### src/kbt_pkg.sv
`timescale 1ns / 1ps
// ----------------------------------------------------------------------------
// kbt_pkg: shared types and constants of the keyed balance table
// Sizes of the table and its fields, result codes, controller states and
// the command and status words between controller and datapath.
// ----------------------------------------------------------------------------
package kbt_pkg;

  // table size and derived widths
  localparam int CAPACITY  = 256;
  localparam int IDX_W     = (CAPACITY > 1) ? $clog2(CAPACITY) : 1;
  localparam int CNT_W     = $clog2(CAPACITY + 1);

  // field widths
  localparam int KEY_W     = 31;
  localparam int BAL_W     = 32;
  localparam int TOT_W     = 48;
  localparam int OUT_CNT_W = 9;
  localparam int ST_W      = 3;
  localparam int DCNT_W    = $clog2(TOT_W + 1);

  // stream word widths
  localparam int IN_TDATA_W  = 64;
  localparam int OUT_TDATA_W = 80;

  // request codes
  localparam logic FUNC_INSERT = 1'b0;
  localparam logic FUNC_REMOVE = 1'b1;

  // result codes
  typedef enum logic [ST_W-1:0] {
    ST_ADDED    = 3'd0,
    ST_ACCUM    = 3'd1,
    ST_REMOVED  = 3'd2,
    ST_NOTFOUND = 3'd3,
    ST_FULL     = 3'd4
  } status_e;

  // controller states
  typedef enum logic [2:0] {
    S_IDLE,
    S_SEARCH,
    S_APPLY,
    S_MOVE,
    S_DIVINIT,
    S_DIV,
    S_HOLD
  } state_e;

  // controller to datapath
  typedef struct packed {
    logic    start;
    logic    search;
    logic    apply_acc;
    logic    apply_add;
    logic    read_last;
    logic    move_last;
    logic    div_start;
    logic    load_out;
    status_e status;
  } cmd_t;

  // datapath to controller
  typedef struct packed {
    logic hit;
    logic miss;
    logic full;
    logic div_done;
  } sts_t;

endpackage

### src/kbt_ctrl.sv
`timescale 1ns / 1ps
// ----------------------------------------------------------------------------
// kbt_ctrl: request sequencer of the keyed balance table
// Steps each request through search, update, average and result handoff,
// and owns the input ready and output valid flags.
// ----------------------------------------------------------------------------
module kbt_ctrl (
  input  logic          clk_i,
  input  logic          rst_ni,
  input  logic          in_valid_i,
  input  logic          func_i,
  output logic          in_ready_o,
  output logic          out_valid_o,
  input  logic          out_ready_i,
  input  kbt_pkg::sts_t sts_i,
  output kbt_pkg::cmd_t cmd_o
);

  kbt_pkg::state_e  state_q, state_d;
  kbt_pkg::status_e st_q, st_d;
  logic             func_q, func_d;
  logic             found_q, found_d;
  logic             out_valid_q, out_valid_d;

  // state register
  always_ff @(posedge clk_i or negedge rst_ni) begin
    if (!rst_ni) begin
      state_q     <= kbt_pkg::S_IDLE;
      st_q        <= kbt_pkg::ST_ADDED;
      func_q      <= kbt_pkg::FUNC_INSERT;
      found_q     <= 1'b0;
      out_valid_q <= 1'b0;
    end else begin
      state_q     <= state_d;
      st_q        <= st_d;
      func_q      <= func_d;
      found_q     <= found_d;
      out_valid_q <= out_valid_d;
    end
  end

  // next state and commands
  always_comb begin
    state_d     = state_q;
    st_d        = st_q;
    func_d      = func_q;
    found_d     = found_q;
    out_valid_d = out_valid_q;
    in_ready_o  = 1'b0;
    cmd_o       = '0;
    cmd_o.status = st_q;

    if (out_valid_q && out_ready_i) begin
      out_valid_d = 1'b0;
    end

    unique case (state_q)
      kbt_pkg::S_IDLE: begin
        in_ready_o = 1'b1;
        if (in_valid_i) begin
          cmd_o.start = 1'b1;
          func_d      = func_i;
          state_d     = kbt_pkg::S_SEARCH;
        end
      end
      kbt_pkg::S_SEARCH: begin
        cmd_o.search = 1'b1;
        if (sts_i.hit) begin
          found_d = 1'b1;
          state_d = kbt_pkg::S_APPLY;
        end else if (sts_i.miss) begin
          found_d = 1'b0;
          state_d = kbt_pkg::S_APPLY;
        end
      end
      kbt_pkg::S_APPLY: begin
        state_d = kbt_pkg::S_DIVINIT;
        if (func_q == kbt_pkg::FUNC_INSERT) begin
          if (found_q) begin
            cmd_o.apply_acc = 1'b1;
            st_d            = kbt_pkg::ST_ACCUM;
          end else if (sts_i.full) begin
            st_d = kbt_pkg::ST_FULL;
          end else begin
            cmd_o.apply_add = 1'b1;
            st_d            = kbt_pkg::ST_ADDED;
          end
        end else if (found_q) begin
          cmd_o.read_last = 1'b1;
          st_d            = kbt_pkg::ST_REMOVED;
          state_d         = kbt_pkg::S_MOVE;
        end else begin
          st_d = kbt_pkg::ST_NOTFOUND;
        end
      end
      kbt_pkg::S_MOVE: begin
        cmd_o.move_last = 1'b1;
        state_d         = kbt_pkg::S_DIVINIT;
      end
      kbt_pkg::S_DIVINIT: begin
        cmd_o.div_start = 1'b1;
        state_d         = kbt_pkg::S_DIV;
      end
      kbt_pkg::S_DIV, kbt_pkg::S_HOLD: begin
        if (sts_i.div_done) begin
          if (!out_valid_q || out_ready_i) begin
            cmd_o.load_out = 1'b1;
            out_valid_d    = 1'b1;
            state_d        = kbt_pkg::S_IDLE;
          end else begin
            state_d = kbt_pkg::S_HOLD;
          end
        end
      end
      default: begin
        state_d = kbt_pkg::S_IDLE;
      end
    endcase
  end

  assign out_valid_o = out_valid_q;

endmodule

### config.mk
export PLATFORM = sky130hd
export DESIGN_NAME = kbt_ctrl
export DESIGN_NICKNAME = d
export VERILOG_FILES = /design/src/kbt_pkg.sv /design/src/kbt_ctrl.sv
export SDC_FILE = /design/constraint.sdc
export NUM_CORES = 1
export LEC_CHECK = 0
export ABC_AREA = 1
export BUFFER_PORTS_ARGS = -buffer_cell sky130_fd_sc_hd__buf_2
export CORE_MARGIN = 2
export CORE_UTILIZATION = 45
export DETAILED_ROUTE_END_ITERATION = 12
export GPL_ROUTABILITY_DRIVEN = 0
export PLACE_DENSITY = 0.74
export SLEW_MARGIN = 20
export SYNTH_ARGS = -nofsm -noshare
export SYNTH_HDL_FRONTEND = slang
export SYNTH_SLANG_ARGS = --single-unit
### constraint.sdc
create_clock -name clk_i -period 1.2 [get_ports clk_i]
set_input_delay 0.12 -clock clk_i [delete_from_list [all_inputs] [get_ports clk_i]]
set_output_delay 0.12 -clock clk_i [all_outputs]
set_load 0.05 [all_outputs]
==> qor.yml, run 1 <==
critPathRequiredTime_ps: 1080
pwr-share-comb_pct: 74.2
fin_crit_ps: 1480
path_max_fanout: 5
drv_slew: 0
max_freq_ghz: 0.675
hp-class: "in2reg"
drt-initial-drc-count: 36
antenna_found_initial: 0
hold_viol: 0
synth_cell_types: 18
power.density_mw_per_mm2: 2930
grt_pass1_vias: 710
crit_buf_inv: 4
cts.sinks: 9
grt_first_pass_wirelength_mm: 3.10
ioPinCount: 22
rr_worst_depth: 10
cp_slowest_cell: "dfrtp_2"
power.net_switching_uw: 1770
routed_wl_mm: 2.32
dp_slack_ps: -85.9
synth_xor_area_share_pct: 0
core_area_mm2: 0.00127
yosysSeqAreaShare_pct: 38.2
drtPass1Iterations: 4
max_stage_delay_ps: 450
worstHoldEndpoint: "out_valid_o"
cts_tree: "done"
ir_drop_v: 0.00187
worstPathArrival_ps: 1360
p_sw_share_pct: 52.3
avgSynthCellArea_um2: 7.02
cp_common_cell: "nand2_4"
yosys_warnings: 0
cts-root-buf: "clkbuf_4"
finalWorstSetupSlack_ps: -281
drive_gt1_share_pct: 65.4
layout.cells.non_filler: 151
hold_path_startpoint: "out_ready_i"
grt_max_degree: 10
start_util_pct: 46.4
status: "finished with violations"
num_vias: 785
syn_nets: 95
whs_ps: 73.6
synth_top_family_by_area: "simple AND/OR/NAND/NOR gates"
setup_viol: 16
dp_hpwl_mm: 1.18
io_buffer_count: 21
synth_mux_area_share_pct: 0
die_area_mm2: 0.00162
synth_fa_ha_area_share_pct: 4.25
min_path_cells: 2
cts_buffers: 3
layout.nets: 148
finalCoreUtilization_pct: 90.7
synth_compound_area_share_pct: 5.31
worstMarginPinSlew_ps: 309
cts.path.max_buffers: 2
clock_power_share_pct: 7.1
avgRoutedWirePerCell_um: 15.3
worstSetupPathType: "reg2out"
antenna_cells: 0
reg2reg_to: "state_q[1]"
ff2ff_setup_slack_ps: -150
overflow: 0
violations: "negative setup slack"
seq_power_share_pct: 18.7
synth_cells: 84
netlist_area_um2: 589
cellLeakagePower_uw: 0.000605
ys_ff_latch: 9
clock_skew_ps: 5.47
timing.slew.headroom_pct: 79.3
r2r_start: "state_q[2]"
crit_path_end_kind: "primary output"
avgViaCountPerCell: 5.20
path_delay_family: "flip-flops"
startpoint_type: "flip-flop"
path_clk_slew_ps: 60
path_cells: "inv_4 -> nand2_4 -> nor2_4 -> buf_4 -> nand2_4 -> clkinvlp_4 -> buf_8"
antenna_left: 0
num_rows: 13
die-height_um: 40.2
synthToLayoutAreaGrowth_pct: 95.3
htree_num_levels: 1
dp_cells: 135
rsz0062_at_grt: "true"
clk_latency_ps: 260
grt_usage_pct: 30.7
drc_errors: 0
synthSimpleGateAreaFrac_pct: 40.1
finalCritPeriodShare_pct: 123
drv_cap: 0
die_w_um: 40.2
internal_power_uw: 1610
-- synthesized netlist by cell type --
| cell type | number | area share (%) |
|---|---|---|
| inv_1 | 9 | 5.7 |
| inv_2 | 5 | 3.2 |
| nand3_1 | 7 | 5.9 |
| buf_4 | 1 | 1.3 |
| nor3_1 | 1 | 0.85 |
| o21ai_0 | 1 | 0.85 |
| nand4_1 | 1 | 1.1 |
| nand2_4 | 1 | 1.9 |
| ha_1 | 2 | 4.2 |
| o21ai_1 | 4 | 3.4 |
| o22ai_1 | 1 | 1.1 |
| nand2_1 | 25 | 16 |
| nor2_1 | 10 | 6.4 |
| nand3_2 | 1 | 1.7 |
| nor4_2 | 1 | 2.1 |
| dfrtp_1 | 9 | 38 |
| buf_6 | 1 | 1.9 |
| nor2_2 | 4 | 4.2 |
-- area by class of cell --
type | count | area (um2)
Sequential cell | 9 | 229
Inverter | 14 | 67.6
Tap cell | 15 | 18.8
Fill cell | 56 | 118
Timing Repair Buffer | 50 | 408
Clock buffer | 4 | 26.3
Multi-Input combinational cell | 59 | 402
-- worst max path at each step --
stage,startpoint,end,slack (ps),depth (start not counted)
floorplan,state_q[2],cmd_o[7],-250,6
global placement,state_q[0],cmd_o[3],-70,5
detailed placement,state_q[0],cmd_o[3],-90,5
CTS,state_q[2],cmd_o[7],-250,6
global route,state_q[2],cmd_o[7],-350,6
finish,state_q[2],cmd_o[6],-280,7
-- cell families (layout without fill, tap and decap cells) --
family,Yosys count,after routing
flip-flops,9,9
buffers and inverters,16,68
AND/OR/NAND/NOR,51,51
adder cells (fa/ha/maj),2,2
AO/OA/AOI/OAI,6,6
-- power groups by stage --
stage / clock network (uW) / registers [uW] / logic, uW
CTS: 241 / 597 / 2170
finish: 239 / 630 / 2510
global route: 268 / 640 / 2650
floorplan: 0 / 735 / 1110
global placement: 0 / 583 / 1790
detailed placement: 0 / 592 / 1820
-- registers in the layout (all words and copies together), names as in the netlist --
signal	cells
st_q	3
state_q	3
found_q	1
func_q	1
out_valid_o	1
-- worst register-to-register path: stages (launching register included) --
cell,delay (ps)
dfrtp_2,450
inv_4,80
nand2_4,50
nor2_4,100
buf_4,130
nand2_4,60
buf_6,110
buf_6,100
nand3_2,60
nand2_1,50
nand2_1,70
-- through the flow --
stage	TNS, ps	total power, uW	cell area (um2)
finish	-2450	3380	1150
global route	-3270	3560	1150
CTS	-1720	3000	1060
detailed placement	-300	2410	872
global placement	-206	2370	872
floorplan	-1200	1840	639
-- metal layers --
layer	share of wire [%]	up-vias	global-route usage [%]
met5	0	-	0
met4	3.8	0	20.0
met3	6.6	12	10.6
met2	51	39	49.6
met1	38	369	34.0
li1	-	365	-
-- timing repair --
action / 4_1_cts / 5_1_grt
hold buffers: 1 / 0
pin swaps: 6 / 3
resized for setup: 30 / 19
endpoints found under the hold margin: 9 / 0
setup buffers: 8 / 3
endpoints found under the setup margin: 12 / 14
-- placed cells by master (no fill, tap or decap), types with 2 or more instances in the layout --
| cell type | count |
|---|---|
| buf_2 | 12 |
| buf_4 | 24 |
| buf_6 | 10 |
| buf_8 | 3 |
| clkbuf_4 | 3 |
| clkinvlp_4 | 2 |
| dfrtp_1 | 6 |
| dfrtp_2 | 3 |
| inv_1 | 7 |
| inv_2 | 3 |
| nand2_1 | 15 |
| nand2_2 | 7 |
| nand2_4 | 4 |
| nand3_1 | 5 |
| nand3_2 | 2 |
| nor2_1 | 7 |
| nor2_2 | 5 |
| nor2_4 | 2 |
| o21ai_2 | 3 |
Power figures use the tool's default switching activity.
==> inputs of run 2 (changes only) <==
Clock period 1.2 ns to 1.75 ns, I/O delays scaled along.
==> qor.yml, run 2 (synthesis results as in run 1) <==
start_util_pct: 46.4  # unchanged
drv_cap: 0  # unchanged
rsz0062_at_grt: "false"
ir_drop_v: 0.000895  # -52%
antenna_found_initial: 0  # unchanged
min_path_cells: 2  # unchanged
num_vias: 592  # -25%
dp_hpwl_mm: 1.01  # -14%
cts_buffers: 3  # unchanged
timing.slew.headroom_pct: 79.5  # +0.20 points
grt_use_met3_pct: 3.33  # -7.2 points
status: "finished clean"
gr-usage-met1_pct: 24.1  # -9.9 points
path_clk_slew_ps: 70  # about the same
max_stage_delay_ps: 470  # +20 ps
final_common_cell: "nand2_1"
antenna_cells: 0  # unchanged
top_regs: "st_q x3, state_q x3"
drtPass1Iterations: 4  # unchanged
hold_viol: 0  # unchanged
io_buffer_count: 21  # unchanged
routed_wl_mm: 1.24  # -46%
finalCritPeriodShare_pct: 95.3
overflow: 0  # unchanged
whs_ps: 106  # +31.9 ps
die-height_um: 40.2  # unchanged
worstSetupPathType: "reg2out"
avgRoutedWirePerCell_um: 10.1  # -34%
fin_crit_ps: 1670
worstPathArrival_ps: 1490  # +130 ps
cp_slowest_cell: "dfrtp_2"
core_area_mm2: 0.00127  # unchanged
setup_tns_ps: 0  # +2450 ps
path_cells: "inv_2 -> nand2_1 -> nor2_2 -> inv_2 -> nor4_4 -> buf_4"
drv_slew: 0  # unchanged
power.density_mw_per_mm2: 2030  # -31%
avgViaCountPerCell: 4.81  # -7.4%
grt_max_degree: 10  # unchanged
cts-root-buf: "clkbuf_4"
final_cell_mix: "nand2_1, buf_2, nor2_1"
clock_skew_ps: 3.88  # -1.59 ps
hp-class: "in2reg"
antenna_left: 0  # unchanged
die_w_um: 40.2  # unchanged
layout.nets: 120  # -19%
path_max_fanout: 8  # +3
die_area_mm2: 0.00162  # unchanged
rr_worst_depth: 8  # -2
drive_gt1_share_pct: 36.1  # -29 points
setup_viol: 0  # -16
worstMarginPinSlew_ps: 307  # -1.87 ps
grt_usage_pct: 19.5  # -11 points
drc_errors: 0  # unchanged
fill_cells: 125  # +120%
grt_pass1_vias: 501  # -29%
ff2ff_setup_slack_ps: 520  # +670 ps
num_rows: 13  # unchanged
grt_first_pass_wirelength_mm: 2.05  # -34%
crit_path_end_kind: "primary output"
cp_common_cell: "inv_2"
startpoint_type: "flip-flop"
cellLeakagePower_uw: 0.000442  # -27%
critPathRequiredTime_ps: 1570  # +490 ps
grt-busiest-layer: "met2"
htree_num_levels: 1  # unchanged
clk_latency_ps: 270  # about the same
max_freq_ghz: 0.600
cts.sinks: 9  # unchanged
ioPinCount: 22  # unchanged
synthToLayoutAreaGrowth_pct: 27.6
cts_tree: "done"
grt_use_met2_pct: 32.3  # -17 points
drt-initial-drc-count: 13  # -64%
cts.path.max_buffers: 2  # unchanged
-- run 2: worst paths after layout --
check	start	end
worst max register to register	found_q	state_q[2]
worst min register to register	st_q[0]	st_q[0]
worst max-delay path	state_q[2]	cmd_o[7]
max in group asynchronous	rst_ni	state_q[2]
min in group asynchronous	rst_ni	st_q[0]
worst min-delay path	out_ready_i	out_valid_o
-- run 2: through the flow --
step / instances / power [uW] / setup WS, ps / util, % / cell area (um2)
final: 123 / 1530 / 82.9 / 59.3 / 752
after global routing: 123 / 1660 / 6.52 / 59.3 / 752
after CTS: 123 / 1530 / 53.6 / 59.0 / 748
after detailed placement: 118 / 1360 / 296 / 55.8 / 708
after global placement: 118 / 1340 / 332 / 55.8 / 708
after floorplan: 84 / 1200 / 97.6 / - / 603
-- run 2: what timing repair did --
action                                  in CTS  in global routing
endpoints found under the setup margin       1                  2
hold buffers                                 1                  0
setup buffers                                0                  0
hold endpoints to repair                     9                  0
gates resized for setup                      1                  2
-- run 2: report_power, final --
part	switching [uW]	leakage (uW)	total [uW]	internal, uW
logic	684	0.000312	929	246
clock network	87.2	0.0000177	172	84.7
registers	126	0.000113	428	303
total	896	0.000442	1530	633
-- run 2: final cells by class --
| type | count | area [um2] | share of cell area (%) |
|---|---|---|---|
| clock buffers | 3 | 22.5 | 3.00 |
| clock inverters | 1 | 5.00 | 0.666 |
| inverters | 14 | 52.6 | 6.99 |
| multi-input cells | 59 | 307 | 40.8 |
| flip-flops and latches | 9 | 226 | 30.1 |
| well taps | 15 | 18.8 | 2.50 |
| repair buffers | 22 | 120 | 16.0 |
-- run 2: worst max-delay path: cells and delay by family, from the launching register on --
kind	cells	cell delay [ps]
simple gates	3	330
buf+inv	3	420
flops	1	470
-- run 2: metal layers --
layer,up-vias,wire length (um)
li1,310,-
met2,17,578
met5,-,0
met3,3,54
met1,262,580
met4,0,25
==> inputs of run 3 (changes only) <==
Clock period 1.75 ns to 2.1 ns, I/O delays scaled along.
==> qor.yml, run 3 (synthesis results as in run 1) <==
status: "finished clean"
die-height_um: 40.2  # unchanged
path_max_fanout: 8  # unchanged
finalCritPeriodShare_pct: 85.8
avgViaCountPerCell: 4.95  # +2.9%
setup_tns_ps: 0  # unchanged
worstSetupPathType: "reg2out"
drt-initial-drc-count: 17  # +4
cts_buffers: 3  # unchanged
top_regs: "st_q x3, state_q x3"
grt_first_pass_wirelength_mm: 1.98  # -3.4%
r2r_start: "state_q[0]"
drv_cap: 0  # unchanged
worstPathArrival_ps: 1590  # +100 ps
fin_crit_ps: 1800
worstMarginPinSlew_ps: 343  # +35.5 ps
worstSetupStartpoint: "state_q[2]"
design_area_um2: 731  # -2.8%
avgRoutedWirePerCell_um: 9.96  # -1.1%
antenna_found_initial: 0  # unchanged
io_buffer_count: 21  # unchanged
setup_viol: 0  # unchanged
drive_gt1_share_pct: 33.3  # -2.8 points
ioPinCount: 22  # unchanged
final_cell_mix: "nand2_1, buf_2, nor2_1"
die_area_mm2: 0.00162  # unchanged
crit_path_end_kind: "primary output"
clk_latency_ps: 260  # about the same
hold_path_startpoint: "out_ready_i"
startpoint_type: "flip-flop"
cts_tree: "done"
max_freq_ghz: 0.555
clock_skew_ps: 7.12  # +3.24 ps
grt_max_degree: 10  # unchanged
hold_viol: 0  # unchanged
final_common_cell: "nand2_1"
ir_drop_v: 0.000903  # +0.85%
antenna_left: 0  # unchanged
num_rows: 13  # unchanged
post-cts-setup-buffer-count: 0  # unchanged
drc_errors: 0  # unchanged
cts.sinks: 9  # unchanged
num_vias: 609  # +2.9%
rsz0062_at_grt: "false"
cellLeakagePower_uw: 0.000438  # -0.94%
antenna_cells: 0  # unchanged
start_util_pct: 46.4  # unchanged
hp-class: "in2reg"
cts-root-buf: "clkbuf_4"
cts.path.max_buffers: 2  # unchanged
path_clk_slew_ps: 70  # about the same
overflow: 0  # unchanged
grt_pass1_vias: 494  # -1.4%
drtPass1Iterations: 4  # unchanged
synthToLayoutAreaGrowth_pct: 24.0
postPlaceCellArea_um2: 694  # -1.9%
p_total_uw: 1250  # -18%
drv_slew: 0  # unchanged
core_area_mm2: 0.00127  # unchanged
power.density_mw_per_mm2: 1720  # -16%
critPathRequiredTime_ps: 1890  # +320 ps
grt_usage_pct: 19.1  # -0.46 points
dp_hpwl_um: 942  # -6.4%
htree_num_levels: 1  # unchanged
timing.slew.headroom_pct: 77.2  # -2.4 points
die_w_um: 40.2  # unchanged
layout.nets: 120  # unchanged
routed_wl_mm: 1.23  # -1.1%
==> run 3: final timing paths <==
path | end | slack (ps) | cells past startpoint
hold reg to reg | st_q[0] | 500 | 2
max in group asynchronous | st_q[0] | 1590 | 2
setup / recovery | cmd_o[7] | 300 | 6
hold / removal | out_valid_o | 140 | 2
setup reg to reg | state_q[1] | 880 | 7
min in group asynchronous | st_q[2] | 320 | 2
==> run 3: critical path: stages (launching register included) <==
cell,delay (ps)
dfrtp_1,480
inv_2,110
nand2_1,80
nor2_2,130
inv_2,90
nor4_2,120
buf_2,290
==> run 3: routing by layer <==
metal  wire length [um]  global-route usage, %  up-vias
met1                599                   23.1      277
li1                   -                      -      308
met4                 14                   7.50        0
met2                539                   29.4       22
met3                 72                   8.33        2
met5                  0                      0        -
==> run 3: layout make-up <==
cell class	instances	area, um2
clock buffers	4	26.3
fillers	120	538
inverters	14	52.6
multi-input cells	59	293
flip-flops and latches	9	225
well taps	15	18.8
repair buffers	22	115
==> run 3: report_power, final <==
| group | internal (uW) | switching (uW) |
|---|---|---|
| Sequential | 251 | 101 |
| Combinational | 200 | 564 |
| Clock | 73.4 | 64.9 |
==> run 3: metrics by stage <==
step           worst slack, ps  hold slack [ps]  cells  util (%)
2_1_floorplan             81.1            -85.6     84         -
3_3_place_gp               644             72.6    118      54.7
3_5_place_dp               619             70.6    118      54.7
4_1_cts                    300              138    123      57.6
5_1_grt                    204              144    123      57.6
6_report                   298              141    123      57.6
==> run 3: timing repair <==
action | 4_1_cts | 5_1_grt
resized for setup | 0 | 0
hold buffers | 1 | 0
endpoints found under the hold margin | 9 | 0
